<file path="config.mk">
export PLATFORM = sky130hd
export DESIGN_NAME = cbe_ctrl
export DESIGN_NICKNAME = d
export VERILOG_FILES = /design/src/hw/rtl/cbe_pkg.sv /design/src/hw/rtl/cbe_ctrl.sv
export SDC_FILE = /design/constraint.sdc
export NUM_CORES = 1
export LEC_CHECK = 0
export BUFFER_PORTS_ARGS = -buffer_cell sky130_fd_sc_hd__buf_2
export CAP_MARGIN = 25
export CORE_UTILIZATION = 53
export DETAILED_ROUTE_END_ITERATION = 12
export GPL_TIMING_DRIVEN = 0
export PLACE_DENSITY_LB_ADDON = 0.3
export SLEW_MARGIN = 20
export SYNTH_ARGS = -nofsm -noshare
export SYNTH_HDL_FRONTEND = slang
export SYNTH_SLANG_ARGS = --single-unit
</file>
<file path="constraint.sdc">
create_clock -name clk -period 1.95 [get_ports clk]
set_input_delay 0.0975 -clock clk [delete_from_list [all_inputs] [get_ports clk]]
set_output_delay 0.0975 -clock clk [all_outputs]
set_load 0.02 [all_outputs]
</file>
<file path="src/hw/rtl/cbe_pkg.sv">
// cbe_pkg: constants, types and arithmetic helpers for the bezier easing block
// no dependencies
package cbe_pkg;

  localparam int TABLE_DIV  = 32;
  localparam int MAX_ITER   = 32;
  localparam int Q_W        = 19;
  localparam int ONE_Q16    = 65536;
  localparam int EPS_Q16    = 66;
  localparam int Q_MAX      = 262143;
  localparam int Q_MIN      = -262144;
  localparam int ADDR_W     = $clog2(TABLE_DIV + 1);
  localparam int ITER_W     = $clog2(MAX_ITER + 1);
  localparam int QQ_W       = Q_W + $clog2(TABLE_DIV) + 1;
  localparam int TERM_W     = 32;
  localparam int MA_W       = 28;
  localparam int MB_W       = 22;
  localparam int PROD_W     = MA_W + MB_W;
  localparam int CFG_IDX_W  = 3;
  localparam int NUM_CFG    = 4;

  localparam logic [CFG_IDX_W-1:0] CFG_C1X = 3'd0;
  localparam logic [CFG_IDX_W-1:0] CFG_C1Y = 3'd1;
  localparam logic [CFG_IDX_W-1:0] CFG_C2X = 3'd2;
  localparam logic [CFG_IDX_W-1:0] CFG_C2Y = 3'd3;

  typedef logic signed [Q_W-1:0]    q_t;
  typedef logic signed [TERM_W-1:0] term_t;
  typedef logic [ADDR_W-1:0]        addr_t;

  // multiplier step codes
  typedef enum logic [2:0] {
    MS_TT, MS_INV2, MS_INV2T, MS_A, MS_INVTT, MS_B, MS_C, MS_FRAC
  } mstep_t;

  typedef enum logic [1:0] {RS_QUERY, RS_RAM, RS_INTERP} rsel_t;
  typedef enum logic [1:0] {WS_ZERO, WS_ONE, WS_BEZ} wsel_t;

  typedef struct packed {
    logic   ld_query;
    logic   chk;
    logic   smp_init;
    logic   mul_en;
    mstep_t mstep;
    logic   use_y;
    logic   t_upd;
    logic   wr_en;
    wsel_t  wr_sel;
    addr_t  addr;
    logic   rd_next;
    logic   ld_y0;
    logic   res_ld;
    rsel_t  res_sel;
    logic   out_ld;
  } cmd_t;

  typedef struct packed {
    logic ident;
    logic err_small;
    logic clamp;
  } sts_t;

  function automatic q_t sat19(input term_t v);
    q_t r;
    if (v > term_t'(Q_MAX)) r = q_t'(Q_MAX);
    else if (v < term_t'(Q_MIN)) r = q_t'(Q_MIN);
    else r = v[Q_W-1:0];
    return r;
  endfunction

  // rescale by 2^-16, round half away from zero
  function automatic term_t qmul(input logic signed [PROD_W-1:0] p);
    logic [PROD_W-1:0] mag;
    logic [PROD_W-1:0] rnd;
    term_t             r;
    mag = p[PROD_W-1] ? PROD_W'(-p) : PROD_W'(p);
    rnd = (mag + PROD_W'(32768)) >> 16;
    r = term_t'(rnd[TERM_W-1:0]);
    return p[PROD_W-1] ? -r : r;
  endfunction

  // x position of a table sample
  function automatic term_t sample_x(input addr_t i);
    int v;
    v = (int'(i) * ONE_Q16 + TABLE_DIV / 2) / TABLE_DIV;
    return term_t'(v);
  endfunction

endpackage

</file>
<file path="src/hw/rtl/cbe_ctrl.sv">
// cbe_ctrl: controller state machine for table build and query sequencing
// depends on cbe_pkg
module cbe_ctrl (
  input  logic                          clk,
  input  logic                          rst_n,
  input  logic                          in_valid,
  output logic                          in_ready,
  output logic                          out_valid,
  input  logic                          out_ready,
  input  logic                          cfg_we,
  input  logic [cbe_pkg::CFG_IDX_W-1:0] cfg_index,
  input  cbe_pkg::sts_t                 sts,
  output cbe_pkg::cmd_t                 cmd
);
  typedef enum logic [3:0] {
    S_IDLE, S_ROUTE, S_CHECK, S_END_LO, S_END_HI, S_INIT, S_MUL, S_EVAL,
    S_RD1, S_INTERP, S_SUM, S_OUT
  } state_t;

  state_t                     state_r, state_nxt;
  logic                       ready_r, ready_nxt;
  logic                       out_valid_r, out_valid_nxt;
  cbe_pkg::addr_t             addr_r, addr_nxt;
  logic [cbe_pkg::ITER_W-1:0] iter_r, iter_nxt;
  cbe_pkg::mstep_t            step_r, step_nxt;
  logic                       use_y_r, use_y_nxt;
  logic                       cfg_hit;

  assign cfg_hit = cfg_we && (cfg_index < cbe_pkg::CFG_IDX_W'(cbe_pkg::NUM_CFG));

  always_comb begin
    state_nxt = state_r;
    ready_nxt = ready_r;
    addr_nxt  = addr_r;
    iter_nxt  = iter_r;
    step_nxt  = step_r;
    use_y_nxt = use_y_r;
    cmd       = '0;
    cmd.addr  = addr_r;
    cmd.use_y = use_y_r;
    cmd.mstep = step_r;
    cmd.wr_sel = cbe_pkg::WS_BEZ;
    cmd.res_sel = cbe_pkg::RS_QUERY;
    in_ready  = 1'b0;
    case (state_r)
      S_IDLE: begin
        in_ready = 1'b1;
        if (in_valid) begin
          cmd.ld_query = 1'b1;
          state_nxt = ready_r ? S_ROUTE : S_CHECK;
        end
      end
      S_ROUTE: begin
        // first table read issued here
        if (sts.ident) begin
          cmd.res_ld = 1'b1;
          cmd.res_sel = cbe_pkg::RS_QUERY;
          state_nxt = S_OUT;
        end else begin
          state_nxt = S_RD1;
        end
      end
      S_CHECK: begin
        cmd.chk = 1'b1;
        state_nxt = S_END_LO;
      end
      S_END_LO: begin
        if (sts.ident) begin
          ready_nxt = 1'b1;
          state_nxt = S_ROUTE;
        end else begin
          cmd.wr_en  = 1'b1;
          cmd.addr   = '0;
          cmd.wr_sel = cbe_pkg::WS_ZERO;
          state_nxt  = S_END_HI;
        end
      end
      S_END_HI: begin
        cmd.wr_en  = 1'b1;
        cmd.addr   = cbe_pkg::addr_t'(cbe_pkg::TABLE_DIV);
        cmd.wr_sel = cbe_pkg::WS_ONE;
        addr_nxt   = cbe_pkg::addr_t'(1);
        state_nxt  = S_INIT;
      end
      S_INIT: begin
        cmd.smp_init = 1'b1;
        iter_nxt  = '0;
        step_nxt  = cbe_pkg::MS_TT;
        use_y_nxt = 1'b0;
        state_nxt = S_MUL;
      end
      S_MUL: begin
        cmd.mul_en = 1'b1;
        if (step_r == cbe_pkg::MS_C) begin
          state_nxt = S_EVAL;
        end else begin
          step_nxt = cbe_pkg::mstep_t'(step_r + 1'b1);
        end
      end
      S_EVAL: begin
        step_nxt = cbe_pkg::MS_TT;
        if (use_y_r) begin
          cmd.wr_en = 1'b1;
          if (addr_r == cbe_pkg::addr_t'(cbe_pkg::TABLE_DIV - 1)) begin
            ready_nxt = 1'b1;
            state_nxt = S_ROUTE;
          end else begin
            addr_nxt  = cbe_pkg::addr_t'(addr_r + 1'b1);
            state_nxt = S_INIT;
          end
        end else if (sts.err_small) begin
          use_y_nxt = 1'b1;
          state_nxt = S_MUL;
        end else begin
          cmd.t_upd = 1'b1;
          if (iter_r == cbe_pkg::ITER_W'(cbe_pkg::MAX_ITER - 1)) begin
            use_y_nxt = 1'b1;
          end else begin
            iter_nxt = cbe_pkg::ITER_W'(iter_r + 1'b1);
          end
          state_nxt = S_MUL;
        end
      end
      S_RD1: begin
        cmd.rd_next = 1'b1;
        cmd.ld_y0   = 1'b1;
        if (sts.clamp) begin
          cmd.res_ld  = 1'b1;
          cmd.res_sel = cbe_pkg::RS_RAM;
          state_nxt   = S_OUT;
        end else begin
          state_nxt = S_INTERP;
        end
      end
      S_INTERP: begin
        cmd.rd_next = 1'b1;
        cmd.mul_en  = 1'b1;
        cmd.mstep   = cbe_pkg::MS_FRAC;
        state_nxt   = S_SUM;
      end
      S_SUM: begin
        cmd.res_ld  = 1'b1;
        cmd.res_sel = cbe_pkg::RS_INTERP;
        state_nxt   = S_OUT;
      end
      S_OUT: begin
        if (!out_valid_r || out_ready) begin
          cmd.out_ld = 1'b1;
          state_nxt  = S_IDLE;
        end
      end
      default: state_nxt = S_IDLE;
    endcase
    if (cfg_hit) begin
      ready_nxt = 1'b0;
    end
    out_valid_nxt = cmd.out_ld ? 1'b1 : (out_ready ? 1'b0 : out_valid_r);
  end

  always_ff @(posedge clk) begin
    if (!rst_n) begin
      state_r     <= S_IDLE;
      ready_r     <= 1'b0;
      out_valid_r <= 1'b0;
      addr_r      <= '0;
      iter_r      <= '0;
      step_r      <= cbe_pkg::MS_TT;
      use_y_r     <= 1'b0;
    end else begin
      state_r     <= state_nxt;
      ready_r     <= ready_nxt;
      out_valid_r <= out_valid_nxt;
      addr_r      <= addr_nxt;
      iter_r      <= iter_nxt;
      step_r      <= step_nxt;
      use_y_r     <= use_y_nxt;
    end
  end

  assign out_valid = out_valid_r;

  a_wr_busy: assert property (@(posedge clk) disable iff (!rst_n)
    cmd.wr_en |-> !in_ready)
    else $error("table written while taking words");

  a_out_free: assert property (@(posedge clk) disable iff (!rst_n)
    cmd.out_ld |-> (!out_valid_r || out_ready))
    else $error("result overwritten before taken");

  a_cfg_clear: assert property (@(posedge clk) disable iff (!rst_n)
    cfg_hit |=> !ready_r)
    else $error("table still marked ready after config write");

  a_iter_bound: assert property (@(posedge clk) disable iff (!rst_n)
    (state_r == S_EVAL) |-> (iter_r < cbe_pkg::ITER_W'(cbe_pkg::MAX_ITER)))
    else $error("solver iteration count overrun");
endmodule
</file>
# After elaboration in Yosys (flattened, before gate mapping)

Cells that the tools add are included.

Output and inout port bits: 26
Logic and storage cells: 105
Input port bits: 11
Bits in registers: 22

Multiplexer cells: 50
Equal/unequal tests: 25
$lt $le $gt $ge: 1
Add/sub/neg operators: 3
Reduce and logical (&&, ||, !) cells: 18
Bitwise logic cells: 1

Operators with widths:

| operator            | count |
|---|---|
| $pmux 4 s12         | 1 |
| $mux 6              | 5 |
| $pmux 6 s2          | 2 |
| $mux 1              | 22 |
| $ne 2x2->1 const B  | 11 |
| $mux 3              | 6 |
| $eq 4x3->1 const B  | 4 |
| $eq 4x4->1 const B  | 4 |
| $mux 4              | 4 |
| $pmux 8 s2          | 1 |
| $add 6x1->6 const B | 2 |
| $eq 6x5->1 const B  | 2 |
| $reduce_bool 2->1   | 5 |
| $mux 9              | 1 |
| $pmux 3 s3          | 1 |
| $eq 4x2->1 const B  | 2 |
| $reduce_and 4->1    | 2 |
| $reduce_or 2->1     | 4 |
| $mux 2              | 3 |
| $pmux 3 s2          | 1 |
| $reduce_and 3->1    | 2 |
| $eq 4x1->1 const B  | 1 |
| $logic_not 4->1     | 1 |
| $pmux 1 s2          | 2 |
| 9 further kinds     | 9 |

# Depth between registers and ports, before layout

Depth in word-level cells: 5
Mapped depth: 7
Mapped depth without buffers: 6

# Worst setup path before layout

OpenSTA, ideal clock, no wires.

Path kind: reg2out
Start: register state_r[1]
End: output port cmd[1] (netlist bit)
Required time: 1852 ps
Path buffers: 2
Data arrival time: 1580 ps
Path slack: 273 ps
Stages on the path, launching flop included: 6
Path through: dfxtp_1 clkbuf_2 buf_2 nand2b_1 nor3_1 and2_1

RTL lines:

| element                  | RTL line        | text |
|---|---|---|
| start: declaration       | cbe_ctrl.sv:20  | `state_t state_r, state_nxt;` |
| start signal: assignment | cbe_ctrl.sv:170 | `state_r <= state_nxt;` |
| end: declaration         | cbe_ctrl.sv:13  | `output cbe_pkg::cmd_t cmd` |

==> impl_results.md <==
- Synth unique cells: 54
- Number of I/O port buffers: 33
- Ys flop type: dfxtp_1
- Vias per inst: 5.94
- Post-Syn Area: 0.00150 sq mm
- Leak: 0.778 nW
- Post-synth top area cell: dfxtp_1
- Commonest cells in the netlist: dfxtp_1 (22), nor2_1 (19), a21oi_1 (15)
- Synth area leaders: dfxtp_1 (29%), a21oi_1 (5.0%), nor2_1 (4.8%), ha_1 (3.3%), o21ai_0 (3.0%)
- Endpoints failing setup: 0
- Hold EP: use_y_r
- CP endpoint kind: output pin
- Hold Path Depth: 3
- Gpl congestion: 0.917
- Via count: 1545
- Routed WL per cell: 12.8 microns
- Fraction of layout cells with a size suffix above 1: 28.3%
- Flop2flop setup slack: 200 ps
- Placement Rows: 18
- Die W: 55.1 microns
- Remaining global-route overflow: 0
- Starting DRT DRC Count: 64
- WL final: 3.33 mm
- Hold Crit Class: input port to register
- Detailed-router iteration count before antenna repair: 4
- Endpoints failing hold: 0
- Max-cap violation count: 0
- Kind of critical path: register to output pin
- Reg2reg path depth: 5
- Status: finished, final reports clean
- Hold_ws: 111 ps
- CP Data Arrival Time: 1780 ps
- Reg clk slew, reported paths: 130 ps
- Hold-fix buffers at CTS: 0
- DRT antenna net count: 0
- Final nets: 246
- Max Clk Rate: 532 MHz
- Clock skew: 1.77 ps
- Sequential fraction of the synthesis area: 29.4%
- DRC violations left: 0
- CP cell instances: buf_6 -> clkbuf_4 -> inv_1 -> and3_1 -> a21boi_0 -> o22a_1 -> buf_2
- Slowest cell on crit path: dfxtp_1
- DP HPWL: 2.45 mm
- CP Buf/Inv Count: 4
- Overall power: 1.52 mW
- Post-DP Area: 0.00170 sq mm
- PwrDens: 859 mW/mm^2
- Final WS setup: 71.6 ps
- Initial Utilization: 58.3%
- Clk root buf: clkbuf_4
- Place WS: 162 ps
- Core area: 0.00257 sq mm
- Final setup TNS: 0 ps
- Post-synth EDFFs: 0
- Slew headroom: 56.0%
- Vias in the first global route: 1203
- Share of the synthesized area in the top cell type: 29.4%
- CP delay by family, top: buffers and inverters
- Antenna violations before repair: 0
- RR Startpoint: addr_r[1]
- Syn Area/Cell: 7.71 sq um
- Max Transition Viols Final: 0
- CTS max path bufs: 2
- Worst Setup Start Kind: register
- # IOs: 37
- Mapped Cells: 194
- Worst Tran Pin Value: 653 ps
- Worst-skew pair later-pin latency: 310 ps
- Min Tclk post-route: 1880 ps
- Async SR Flop Fraction: 0%
- WP data required: 1850 ps
- Post-Syn Nets: 209
- Ys Warns: 0
- TritonCTS Buffers: 3
- Global-route wire length before repair: 5.16 mm
- Largest net degree at the start of global routing: 13
- Synth Register Bits: 22
- CTS tree: built
- Synth-to-Final Area Change: 18.4%
- RR Endpoint: addr_r[4]
- Post-route design area: 0.00177 sq mm
- RSZ-0062 raised after global routing: no
- Crit Path Max Fanout: 10
- Maximum VDD drop: 0.000727 V
- Clk sinks: 22
- Cell with the most instances after synthesis: dfxtp_1
- Overall Global Routing Usage: 23.6%
- Crit path largest cell delay: 340 ps
- Hold path start: sts[1]
- Die area: 0.00304 sq mm
- Die Ht: 55.1 microns
- Final Cycle Share: 96.3%
- Number of diodes: 0
- H-tree levels: 1
[per-stage QoR]
step,std cells,util (%)
after CTS,261,67.9
after detailed placement,257,66.2
final,260,69.0
after floorplan,194,-
after global placement,257,66.2
after global routing,260,69.0
[cell usage in the layout (no fill, tap or decap), types with 2 or more instances in the layout]
| cell type | count |
|---|---|
| ha_1 | 4 |
| nand3b_1 | 4 |
| nor2b_1 | 5 |
| a22o_1 | 2 |
| nor3_1 | 7 |
| clkbuf_4 | 6 |
| a21boi_0 | 2 |
| a41oi_1 | 2 |
| a211oi_1 | 2 |
| or3_1 | 2 |
| o31ai_1 | 3 |
| o21ai_0 | 9 |
| a31oi_1 | 2 |
| buf_4 | 4 |
| nor2_1 | 18 |
| or4_1 | 2 |
| a21oi_1 | 15 |
| nand3_1 | 7 |
| and2_1 | 4 |
| nand2_1 | 11 |
| or2_2 | 6 |
| a2bb2oi_1 | 2 |
| a311oi_1 | 2 |
| inv_1 | 11 |
| dfxtp_1 | 21 |
| buf_2 | 35 |
| nand2b_1 | 5 |
| nand4_1 | 3 |
| xor2_1 | 2 |
| clkbuf_1 | 2 |
[power breakdown]
| part | leakage (nW) | total, mW | switching, mW | internal, mW |
|---|---|---|---|---|
| Sequential | 0.178 | 0.516 | 0.0348 | 0.481 |
| Clock | 0.0210 | 0.260 | 0.146 | 0.114 |
| Combinational | 0.579 | 0.745 | 0.443 | 0.302 |
[worst register-to-register path: stages, from the launching register on]
cell and delay (ps):
dfxtp_1 410, ha_1 280, nand4_1 150, o211ai_1 370, nand2_1 180, a311oi_1 280
[state kept, by name (all words and copies together) (netlist names)]
name and flops:
use_y_r 1, iter_r 6, addr_r 6, state_r 4, ready_r 1, out_valid 1
step_r 3
[worst max-delay path by stage]
stage	startpoint	end	cells after the start
2_1_floorplan	state_r[1]	cmd[1]	5
3_3_place_gp	state_r[1]	cmd[14]	7
3_5_place_dp	state_r[1]	cmd[14]	7
4_1_cts	state_r[1]	cmd[14]	7
5_1_grt	state_r[0]	cmd[14]	6
6_report	state_r[3]	cmd[11]	7
[per-layer routing]
metal,share of wire [%],wire [microns],vias to the layer above,global-route usage [%]
met3,5.1,170,4,4.10
met4,0.75,25,0,5.00
li1,-,-,777,-
met2,45,1510,47,38.4
met5,0,0,-,0
met1,49,1620,717,32.6
[layout make-up]
class | instances | area, sq um
Timing Repair Buffer | 33 | 165
Inverter | 12 | 45.0
Multi-Input combinational cell | 146 | 960
Sequential cell | 22 | 442
Tap cell | 30 | 37.5
Clock buffer | 4 | 36.3
Fill cell | 226 | 796
Buffer | 13 | 86.3
[what timing repair did]
item,4_1_cts,5_1_grt
resized for setup,2,12
cloned,0,0
setup buffers,0,0
setup endpoints to repair,11,15
pin swaps,0,0
endpoints found under the hold margin,0,0
[logic make-up (layout without fill, tap and decap cells)]
family	count (synthesis)	in the layout	share of synthesized area, %
XOR/XNOR	3	3	1.76
AO/OA/AOI/OAI	52	52	24.0
multiplexers	1	1	0.669
AND/OR/NAND/NOR	86	86	32.4
buffers and inverters	26	62	8.36
flip-flops	22	22	29.4
adder cells (fa/ha/maj)	4	4	3.34
No activity file was read; power rests on OpenSTA's default activity.
