<file path="config.mk">
export PLATFORM = sky130hd
export DESIGN_NAME = cbe_dp
export DESIGN_NICKNAME = d
export VERILOG_FILES = /design/src/hw/rtl/cbe_pkg.sv /design/src/hw/rtl/cbe_ram.sv /design/src/hw/rtl/cbe_dp.sv
export SDC_FILE = /design/constraint.sdc
export NUM_CORES = 2
export LEC_CHECK = 0
export BUFFER_PORTS_ARGS = -buffer_cell sky130_fd_sc_hd__buf_4
export CAP_MARGIN = 10
export CORE_MARGIN = 2
export CORE_UTILIZATION = 59
export DETAILED_ROUTE_END_ITERATION = 16
export GPL_ROUTABILITY_DRIVEN = 0
export PLACE_DENSITY_LB_ADDON = 0.3
export SYNTH_ARGS = -nofsm -noshare
export SYNTH_HDL_FRONTEND = slang
export SYNTH_HIERARCHICAL = 1
export SYNTH_SLANG_ARGS = --single-unit
export TNS_END_PERCENT = 100
</file>
<file path="constraint.sdc">
create_clock -name clk -period 15.95 [get_ports clk]
set_input_delay 0.7975 -clock clk [delete_from_list [all_inputs] [get_ports clk]]
set_output_delay 0.7975 -clock clk [all_outputs]
set_load 0.01 [all_outputs]
</file>
<file path="src/hw/rtl/cbe_pkg.sv">
// cbe_pkg: constants, types and arithmetic helpers for the bezier easing block
// no dependencies
package cbe_pkg;

  localparam int TABLE_DIV  = 32;
  localparam int MAX_ITER   = 32;
  localparam int Q_W        = 19;
  localparam int ONE_Q16    = 65536;
  localparam int EPS_Q16    = 66;
  localparam int Q_MAX      = 262143;
  localparam int Q_MIN      = -262144;
  localparam int ADDR_W     = $clog2(TABLE_DIV + 1);
  localparam int ITER_W     = $clog2(MAX_ITER + 1);
  localparam int QQ_W       = Q_W + $clog2(TABLE_DIV) + 1;
  localparam int TERM_W     = 32;
  localparam int MA_W       = 28;
  localparam int MB_W       = 22;
  localparam int PROD_W     = MA_W + MB_W;
  localparam int CFG_IDX_W  = 3;
  localparam int NUM_CFG    = 4;

  localparam logic [CFG_IDX_W-1:0] CFG_C1X = 3'd0;
  localparam logic [CFG_IDX_W-1:0] CFG_C1Y = 3'd1;
  localparam logic [CFG_IDX_W-1:0] CFG_C2X = 3'd2;
  localparam logic [CFG_IDX_W-1:0] CFG_C2Y = 3'd3;

  typedef logic signed [Q_W-1:0]    q_t;
  typedef logic signed [TERM_W-1:0] term_t;
  typedef logic [ADDR_W-1:0]        addr_t;

  // multiplier step codes
  typedef enum logic [2:0] {
    MS_TT, MS_INV2, MS_INV2T, MS_A, MS_INVTT, MS_B, MS_C, MS_FRAC
  } mstep_t;

  typedef enum logic [1:0] {RS_QUERY, RS_RAM, RS_INTERP} rsel_t;
  typedef enum logic [1:0] {WS_ZERO, WS_ONE, WS_BEZ} wsel_t;

  typedef struct packed {
    logic   ld_query;
    logic   chk;
    logic   smp_init;
    logic   mul_en;
    mstep_t mstep;
    logic   use_y;
    logic   t_upd;
    logic   wr_en;
    wsel_t  wr_sel;
    addr_t  addr;
    logic   rd_next;
    logic   ld_y0;
    logic   res_ld;
    rsel_t  res_sel;
    logic   out_ld;
  } cmd_t;

  typedef struct packed {
    logic ident;
    logic err_small;
    logic clamp;
  } sts_t;

  function automatic q_t sat19(input term_t v);
    q_t r;
    if (v > term_t'(Q_MAX)) r = q_t'(Q_MAX);
    else if (v < term_t'(Q_MIN)) r = q_t'(Q_MIN);
    else r = v[Q_W-1:0];
    return r;
  endfunction

  // rescale by 2^-16, round half away from zero
  function automatic term_t qmul(input logic signed [PROD_W-1:0] p);
    logic [PROD_W-1:0] mag;
    logic [PROD_W-1:0] rnd;
    term_t             r;
    mag = p[PROD_W-1] ? PROD_W'(-p) : PROD_W'(p);
    rnd = (mag + PROD_W'(32768)) >> 16;
    r = term_t'(rnd[TERM_W-1:0]);
    return p[PROD_W-1] ? -r : r;
  endfunction

  // x position of a table sample
  function automatic term_t sample_x(input addr_t i);
    int v;
    v = (int'(i) * ONE_Q16 + TABLE_DIV / 2) / TABLE_DIV;
    return term_t'(v);
  endfunction

endpackage

</file>
<file path="src/hw/rtl/cbe_ram.sv">
// cbe_ram: generic single write, single read RAM with registered read
// no dependencies
module cbe_ram #(
  parameter int WIDTH = 19,
  parameter int DEPTH = 33
) (
  input  logic                     clk,
  input  logic                     we,
  input  logic [$clog2(DEPTH)-1:0] waddr,
  input  logic [WIDTH-1:0]         wdata,
  input  logic [$clog2(DEPTH)-1:0] raddr,
  output logic [WIDTH-1:0]         rdata
);
  logic [WIDTH-1:0] mem [DEPTH];
  logic [WIDTH-1:0] rdata_r;

  always_ff @(posedge clk) begin
    if (we) begin
      mem[waddr] <= wdata;
    end
    rdata_r <= mem[raddr];
  end

  assign rdata = rdata_r;
endmodule

</file>
<file path="src/hw/rtl/cbe_dp.sv">
// cbe_dp: datapath, control point registers, shared multiplier, sample table
// depends on cbe_pkg and cbe_ram
module cbe_dp (
  input  logic                               clk,
  input  logic                               rst_n,
  input  logic                               cfg_we,
  input  logic [cbe_pkg::CFG_IDX_W-1:0]      cfg_index,
  input  cbe_pkg::q_t                        cfg_data,
  input  cbe_pkg::q_t                        in_x,
  input  cbe_pkg::cmd_t                      cmd,
  output cbe_pkg::sts_t                      sts,
  output cbe_pkg::q_t                        eased
);
  cbe_pkg::q_t   c1x_r, c1y_r, c2x_r, c2y_r;
  cbe_pkg::q_t   qx_r, t_r, y0_r, res_r, eased_r;
  cbe_pkg::term_t tt_r, p_r, a_r, b_r, cc_r;
  logic          ident_r;

  logic signed [cbe_pkg::Q_W:0]   inv;
  logic signed [cbe_pkg::Q_W+1:0] c1_3, c2_3, c1_sel, c2_sel;
  logic signed [cbe_pkg::MA_W-1:0] ma;
  logic signed [cbe_pkg::MB_W-1:0] mb;
  logic signed [cbe_pkg::PROD_W-1:0] prod;
  cbe_pkg::term_t prod_q, bez, err, half, d1, d2;
  logic          ident_c;
  logic signed [cbe_pkg::QQ_W-1:0] q;
  logic          q_lo, q_hi;
  logic signed [16:0] frac;
  cbe_pkg::addr_t base, raddr, wr_addr;
  cbe_pkg::q_t   wdata, rdata;
  logic signed [cbe_pkg::Q_W:0] diff;

  // times three control values
  always_comb begin
    c1_sel = cmd.use_y ? (cbe_pkg::Q_W+2)'(c1y_r) : (cbe_pkg::Q_W+2)'(c1x_r);
    c2_sel = cmd.use_y ? (cbe_pkg::Q_W+2)'(c2y_r) : (cbe_pkg::Q_W+2)'(c2x_r);
    c1_3 = (c1_sel <<< 1) + c1_sel;
    c2_3 = (c2_sel <<< 1) + c2_sel;
  end

  assign inv = (cbe_pkg::Q_W+1)'(cbe_pkg::ONE_Q16) - (cbe_pkg::Q_W+1)'(t_r);

  // query index clamp and fraction
  always_comb begin
    q    = cbe_pkg::QQ_W'(qx_r) * cbe_pkg::QQ_W'(cbe_pkg::TABLE_DIV);
    q_lo = q <= cbe_pkg::QQ_W'(-cbe_pkg::ONE_Q16);
    q_hi = q >= cbe_pkg::QQ_W'(cbe_pkg::TABLE_DIV * cbe_pkg::ONE_Q16);
    if (q_hi) base = cbe_pkg::addr_t'(cbe_pkg::TABLE_DIV);
    else if (q[cbe_pkg::QQ_W-1]) base = '0;
    else base = q[16 +: cbe_pkg::ADDR_W];
    frac  = q[cbe_pkg::QQ_W-1] ? q[16:0] : {1'b0, q[15:0]};
    raddr = cmd.rd_next ? cbe_pkg::addr_t'(base + 1'b1) : base;
  end

  assign diff = (cbe_pkg::Q_W+1)'(rdata) - (cbe_pkg::Q_W+1)'(y0_r);

  // shared multiplier operand select
  always_comb begin
    case (cmd.mstep)
      cbe_pkg::MS_TT: begin
        ma = cbe_pkg::MA_W'(t_r);
        mb = cbe_pkg::MB_W'(t_r);
      end
      cbe_pkg::MS_INV2: begin
        ma = cbe_pkg::MA_W'(inv);
        mb = cbe_pkg::MB_W'(inv);
      end
      cbe_pkg::MS_INV2T: begin
        ma = p_r[cbe_pkg::MA_W-1:0];
        mb = cbe_pkg::MB_W'(t_r);
      end
      cbe_pkg::MS_A: begin
        ma = p_r[cbe_pkg::MA_W-1:0];
        mb = cbe_pkg::MB_W'(c1_3);
      end
      cbe_pkg::MS_INVTT: begin
        ma = cbe_pkg::MA_W'(inv);
        mb = tt_r[cbe_pkg::MB_W-1:0];
      end
      cbe_pkg::MS_B: begin
        ma = b_r[cbe_pkg::MA_W-1:0];
        mb = cbe_pkg::MB_W'(c2_3);
      end
      cbe_pkg::MS_C: begin
        ma = tt_r[cbe_pkg::MA_W-1:0];
        mb = cbe_pkg::MB_W'(t_r);
      end
      cbe_pkg::MS_FRAC: begin
        ma = cbe_pkg::MA_W'(diff);
        mb = cbe_pkg::MB_W'(frac);
      end
      default: begin
        ma = '0;
        mb = '0;
      end
    endcase
    prod   = cbe_pkg::PROD_W'(ma) * cbe_pkg::PROD_W'(mb);
    prod_q = cbe_pkg::qmul(prod);
  end

  // solver error, damped step and identity check
  always_comb begin
    bez  = a_r + b_r + cc_r;
    err  = bez - cbe_pkg::sample_x(cmd.addr);
    half = (err + cbe_pkg::term_t'(err[cbe_pkg::TERM_W-1])) >>> 1;
    d1   = cbe_pkg::term_t'(c1x_r) - cbe_pkg::term_t'(c1y_r);
    d2   = cbe_pkg::term_t'(c2x_r) - cbe_pkg::term_t'(c2y_r);
    ident_c = (d1 < cbe_pkg::EPS_Q16) && (d1 > -cbe_pkg::EPS_Q16) &&
              (d2 < cbe_pkg::EPS_Q16) && (d2 > -cbe_pkg::EPS_Q16);
  end

  always_comb begin
    case (cmd.wr_sel)
      cbe_pkg::WS_ZERO: wdata = '0;
      cbe_pkg::WS_ONE:  wdata = cbe_pkg::q_t'(cbe_pkg::ONE_Q16);
      default:          wdata = cbe_pkg::sat19(bez);
    endcase
  end

  assign wr_addr = cmd.addr;

  cbe_ram #(
    .WIDTH(cbe_pkg::Q_W),
    .DEPTH(cbe_pkg::TABLE_DIV + 1)
  ) u_table (
    .clk  (clk),
    .we   (cmd.wr_en),
    .waddr(wr_addr),
    .wdata(wdata),
    .raddr(raddr),
    .rdata(rdata)
  );

  // configuration and identity flag
  always_ff @(posedge clk) begin
    if (!rst_n) begin
      c1x_r   <= '0;
      c1y_r   <= '0;
      c2x_r   <= cbe_pkg::q_t'(cbe_pkg::ONE_Q16);
      c2y_r   <= cbe_pkg::q_t'(cbe_pkg::ONE_Q16);
      ident_r <= 1'b0;
    end else begin
      if (cfg_we) begin
        case (cfg_index)
          cbe_pkg::CFG_C1X: c1x_r <= cfg_data;
          cbe_pkg::CFG_C1Y: c1y_r <= cfg_data;
          cbe_pkg::CFG_C2X: c2x_r <= cfg_data;
          cbe_pkg::CFG_C2Y: c2y_r <= cfg_data;
          default: ;
        endcase
      end
      if (cmd.chk) begin
        ident_r <= ident_c;
      end
    end
  end

  // working registers
  always_ff @(posedge clk) begin
    if (cmd.ld_query) qx_r <= in_x;
    if (cmd.smp_init) t_r <= cbe_pkg::q_t'(cbe_pkg::sample_x(cmd.addr));
    else if (cmd.t_upd) t_r <= cbe_pkg::sat19(cbe_pkg::term_t'(t_r) - half);
    if (cmd.mul_en) begin
      case (cmd.mstep)
        cbe_pkg::MS_TT:    tt_r <= prod_q;
        cbe_pkg::MS_A:     a_r  <= prod_q;
        cbe_pkg::MS_INVTT,
        cbe_pkg::MS_B:     b_r  <= prod_q;
        cbe_pkg::MS_C:     cc_r <= prod_q;
        default:           p_r  <= prod_q;
      endcase
    end
    if (cmd.ld_y0) y0_r <= rdata;
    if (cmd.res_ld) begin
      case (cmd.res_sel)
        cbe_pkg::RS_QUERY: res_r <= qx_r;
        cbe_pkg::RS_RAM:   res_r <= rdata;
        default:           res_r <= cbe_pkg::sat19(cbe_pkg::term_t'(y0_r) + p_r);
      endcase
    end
    if (cmd.out_ld) eased_r <= res_r;
  end

  assign sts.ident     = ident_r;
  assign sts.err_small = (err < cbe_pkg::EPS_Q16) && (err > -cbe_pkg::EPS_Q16);
  assign sts.clamp     = q_lo || q_hi;
  assign eased         = eased_r;
endmodule

</file>
# Word level (Yosys, flattened, before mapping)
# Memory sizes are Yosys's and may differ from the RTL's. A register that Yosys moved wholly into a read port is not among the register bits.
# Index checks and enable logic that the tools add are counted.
# totals
word_cells	110
n_memories	1
output_inout_bits	22
regBits	328
ram_bits	627
# mem_list
name	words	word_bits	read_ports	rd_clocked_by_memory_dff	write_ports	line	text
u_table.mem	33	19	1	1	1	cbe_ram.sv:14	logic [WIDTH-1:0] mem [DEPTH];
# classes
eq_ne	12
mul	1
magnitude_cmp	14
n_reduce_logical	25
bitwise	2
mux	22
n_addsub	18
# op_table
cell	n
$pmux 28 s6	1
$mux 19	8
$pmux 22 s6	1
$gt 32x19->1 const B	3
$lt 32x19->1 const B	3
$pmux 19 s2	2
$add 32x1->32	2
$add 32x32->32	2
$sub 19x19->20	3
$mul 28x22->50	1
$add 48x16->48 const B	1
$mux 48	1
$neg 48->48	1
$add 21x21->21	2
$mux 21	2
$gt 20x8->1 const B	2
$lt 20x8->1 const B	2
$add 19x32->32	1
$gt 32x8->1 const B	1
$lt 32x8->1 const B	1
$mux 32	1
$neg 32->32	1
$sub 19x31->32	1
$sub 32x32->32	1
23 further kinds	50

# Logic depth before layout (Yosys ltp)
# logic_depth
word_depth	12
mapped_depth	71

# Modules after synthesis
# The synthesis kept the hierarchy.
# by_module_without_submodules
mod	cells_each	seq_area_each_um2	area_per_inst_um2	instances
cbe_dp	5803	9078.7	50546.0	1
cbe_ram	1333	19208.4	25060.3	1

# Least setup slack after synthesis
# OpenSTA, ideal clock, no wires.
# synth_path
path_type	input -> register
startpoint	in cmd[16] in the netlist's numbering
endpoint	reg a_r[26], data pin
required_time_ps	15754
t_arrival_ps	16116
n_path_buf	11
setup_time_ps	196
setup_slack_ps	-362
stages	69
path_cell_list	buf_6 clkbuf_1 mux2i_1 inv_1 ha_1 inv_1 fa_1 nor2b_1 o21ai_0 a21boi_0 o21ai_0 a21boi_0 o21ai_0 a21boi_0 o21ai_0 a21boi_0 o21a_1 nor2_1 [33 not listed] clkbuf_1 o21ai_0 xnor2_1 ha_1 nand2b_1 nor4_1 mux2_2 o21a_1 o22ai_1 xor2_1 nand2_1 or4b_1 nor3_1 nor2b_1 nand4_1 nor3b_1 o21ai_1 xnor2_1
# synth_via
elab_chain_len	9
elab_cells_between_ends	11
cone_classes	add/sub: 5; mul: 1; mux: 5
# synth_lines
element	line	text
start, declared	cbe_dp.sv:10	input cbe_pkg::cmd_t cmd,
$mux 21 (on tied branches)	cbe_dp.sv:36, cbe_dp.sv:35	
$add 21x21->21 (on tied branches)	cbe_dp.sv:38, cbe_dp.sv:37	
$pmux 22 s6 (*)	cbe_dp.sv:59	case (cmd.mstep)
$mul 28x22->50 (*)	cbe_dp.sv:97	prod = cbe_pkg::PROD_W'(ma) * cbe_pkg::PROD_W'(mb);
$neg 48->48	cbe_pkg.sv:76	mag = p[PROD_W-1] ? PROD_W'(-p) : PROD_W'(p);
$mux 48	cbe_pkg.sv:76	
$add 48x16->48	cbe_pkg.sv:77	rnd = (mag + PROD_W'(32768)) >> 16;
$neg 32->32	cbe_pkg.sv:79	return p[PROD_W-1] ? -r : r;
$mux 32 (*)	cbe_pkg.sv:79	
named net prod_q[26]	cbe_dp.sv:24	cbe_pkg::term_t prod_q, bez, err, half, d1, d2;
end signal, assigned	cbe_dp.sv:166	cbe_pkg::MS_A: a_r <= prod_q;
end, declared	cbe_dp.sv:16	cbe_pkg::term_t tt_r, p_r, a_r, b_r, cc_r;
# Mark *: on every way through the listed nets, which the timed path passes. The rest lies on a longest branch.
# A chain may end at the register's enable or synchronous reset.

# Worst setup path in the final report
# layout_path
startpoint	in cmd[16] in the netlist's numbering
endpoint	reg a_r[24], data pin
# Same word-level chain as after synthesis.

==> impl_metrics.json <==
{
  "grt_overflow": 0,
  "syn_area_um2": 75600,
  "status": "complete, no violations",
  "fin_area_um2": 82100,
  "core.rowCount": 131,
  "synthFlopType": "edfxtp_1",
  "via_per_inst": 6.33,
  "slowest_stage": "fa_1",
  "ant_nets": 0,
  "worstPathMaxFanout": 20,
  "wl_per_cell_um": 23.9,
  "htreeDepth": 3,
  "syn_area_per_cell_um2": 10.6,
  "synth_nets": 8239,
  "die_y_um": 362,
  "crit_path_max_incr_delay_ns": 0.58,
  "arrival_ns": 15.58,
  "dp.cells": 8792,
  "cap_violations": 0,
  "cts_sinks": 974,
  "cts_made_buffers": 90,
  "max_freq_mhz": 65.9,
  "startpoint_type": "input port",
  "ys_ff_latch": 974,
  "drt-pass1-iter-count": 8,
  "postCtsHoldBufs": 0,
  "slew_headroom_pct": 17.5,
  "fin_nets": 8336,
  "synthCells": 7136,
  "drc": 0,
  "hpwl_um": 158000,
  "clk_latency_ns": 0.72,
  "hold_viol": 0,
  "fin_cells": 8976,
  "coreArea_um2": 127000,
  "area_delta_synth_final_pct": 8.62,
  "path_clk_slew_ns": 0.07,
  "yosys.area.top_type": "edfxtp_1",
  "antenna_found_initial": 5,
  "placed_area_um2": 78800,
  "fillCellCount": 9701,
  "yosys_warnings": 6,
  "dieWidth_um": 362,
  "ys_async_sr_fraction_pct": 0,
  "endpoint_kind": "flip-flop",
  "slew_viol_final": 0,
  "initial_core_util_pct": 59.4,
  "min_path_type": "in2reg",
  "vias": 56800,
  "drive_gt1_share_pct": 9.10,
  "synth_edf_count": 878,
  "tightest_slew_ns": 1.21,
  "yosys-top-cells-count": "878 x edfxtp_1, 851 x inv_1, 775 x nand2_1, 662 x fa_1, 432 x nor2_1",
  "crit_required_ns": 16.37,
  "post-route-min-period_ns": 15.17,
  "path_common_cell": "fa_1",
  "synthTopCellsByArea": "edfxtp_1 35%, fa_1 18%, ha_1 6.2%",
  "dr.first_iter.drc_count": 6623,
  "grt_max_degree": 117,
  "post-route-period-util_pct": 95.1,
  "grt_util_all_layers_pct": 33.0,
  "finalClockSkew_ns": 0.0620,
  "wirelength_um": 215000,
  "setup-violations-final": 0,
  "synth_cell_type_count": 108,
  "synth_top_area_share_pct": 34.9,
  "cts_root_buf": "clkbuf_16",
  "seq_area_frac_synth_pct": 37.4,
  "die_area_um2": 131000,
  "tritoncts": "built",
  "port_buffers": 89,
  "synth_most_common_cell": "edfxtp_1",
  "ctsLongestPathBuffers": 3,
  "grt_pass1_vias": 56700,
  "io_pins": 90,
  "path_class": "in2reg",
  "grt_pass1_wl_um": 331000
}
==> critical path, delay by kind of cell <==
family | cells | cell delay (ns)
adder cells (fa/ha/maj) | 10 | 4.54
AO/OA/AOI/OAI | 22 | 4.38
AND/OR/NAND/NOR | 15 | 3.35
buffers and inverters | 10 | 1.52
XOR/XNOR | 3 | 0.52
multiplexers | 1 | 0.39
==> final timing paths <==
| path | from | endpoint | slack (ns) | depth (start not counted) |
|---|---|---|---|---|
| min | in_x[15] | qx_r[15]$_DFFE_PP_ | 0.26 | 1 |
| max reg2reg | c2y_r[2]$_SDFFE_PN0P_ | a_r[24]$_DFFE_PP_ | 0.93 | 60 |
| max | cmd[16] | a_r[24]$_DFFE_PP_ | 0.78 | 61 |
| min reg2reg | res_r[2]$_DFFE_PP_ | eased[2]$_DFFE_PP_ | 0.42 | 0 |
==> final cells by class <==
type | instances | area [um^2] | share of cell area [%]
Clock inverter | 62 | 719 | 0.876
Tap cell | 1662 | 2080 | 2.53
Antenna cell | 5 | 12.5 | 0.0152
Inverter | 853 | 3200 | 3.90
Sequential cell | 974 | 28300 | 34.4
Timing Repair Buffer | 299 | 2310 | 2.82
Multi-Input combinational cell | 5015 | 43200 | 52.6
Clock buffer | 106 | 2330 | 2.84
==> sequential cells by signal, summed over array words and instances (netlist names), 28 cells and up <==
register and cells:
a_r 32, p_r 32, b_r 32, cc_r 32, tt_r 28, u_table/mem 627
==> logic make-up after synthesis <==
logic type,share of synthesized area [%]
compound gates,12.5
fa+ha+maj,23.7
mux,5.11
xor+xnor,3.74
buf+inv,6.00
simple gates,11.5
flops,37.4
==> metrics by stage <==
| step | setup WS (ns) | hold slack [ns] | utilization, % | setup TNS (ns) |
|---|---|---|---|---|
| finish | 0.785 | 0.256 | 64.5 | 0 |
| CTS | 0.454 | 0.227 | 64.3 | 0 |
| global route | -0.0244 | 0.238 | 64.5 | -0.101 |
| detailed placement | 0.154 | 0.405 | 61.9 | 0 |
| global placement | 0.397 | 0.401 | 61.9 | 0 |
| floorplan | 0.0589 | 0.400 | - | 0 |
==> placed cells by master, fill, tap and decap left out, types with 48 or more instances in the layout <==
master     Yosys  routed
a21oi_1      362     356
a211oi_1      50      50
a21boi_0     105     103
a22oi_1      106     106
ha_1         373     373
xnor2_1      224     216
nand2_1      775     775
a21o_1        71      71
fa_1         662     661
nor3_1       123     120
nand3_1      104     103
mux2i_1      344     343
xor2_1        95      92
nor2_1       432     397
edfxtp_1     878     878
o21ai_0      241     224
nor2b_1       53      48
buf_4         19     292
inv_1        851     851
and2_1        70      67
clkbuf_16      0      91
dfxtp_1       96      96
==> layer usage <==
layer / track usage, % / vias up / part of all wire (%)
li1: - / 25000 / -
met1: 42.0 / 27900 / 37
met2: 52.4 / 3062 / 46
met3: 6.31 / 748 / 9.5
met4: 20.3 / 2 / 7.3
met5: 0 / - / 0.0061
==> repair_timing <==
item | 4_1_cts | 5_1_grt
gates resized for setup | 0 | 24
setup buffers | 0 | 7
setup endpoints to repair | 0 | 96
Power is left out: the tool's default activity adds up to more than one toggle a clock period on the data nets, which glitch-free logic cannot reach.
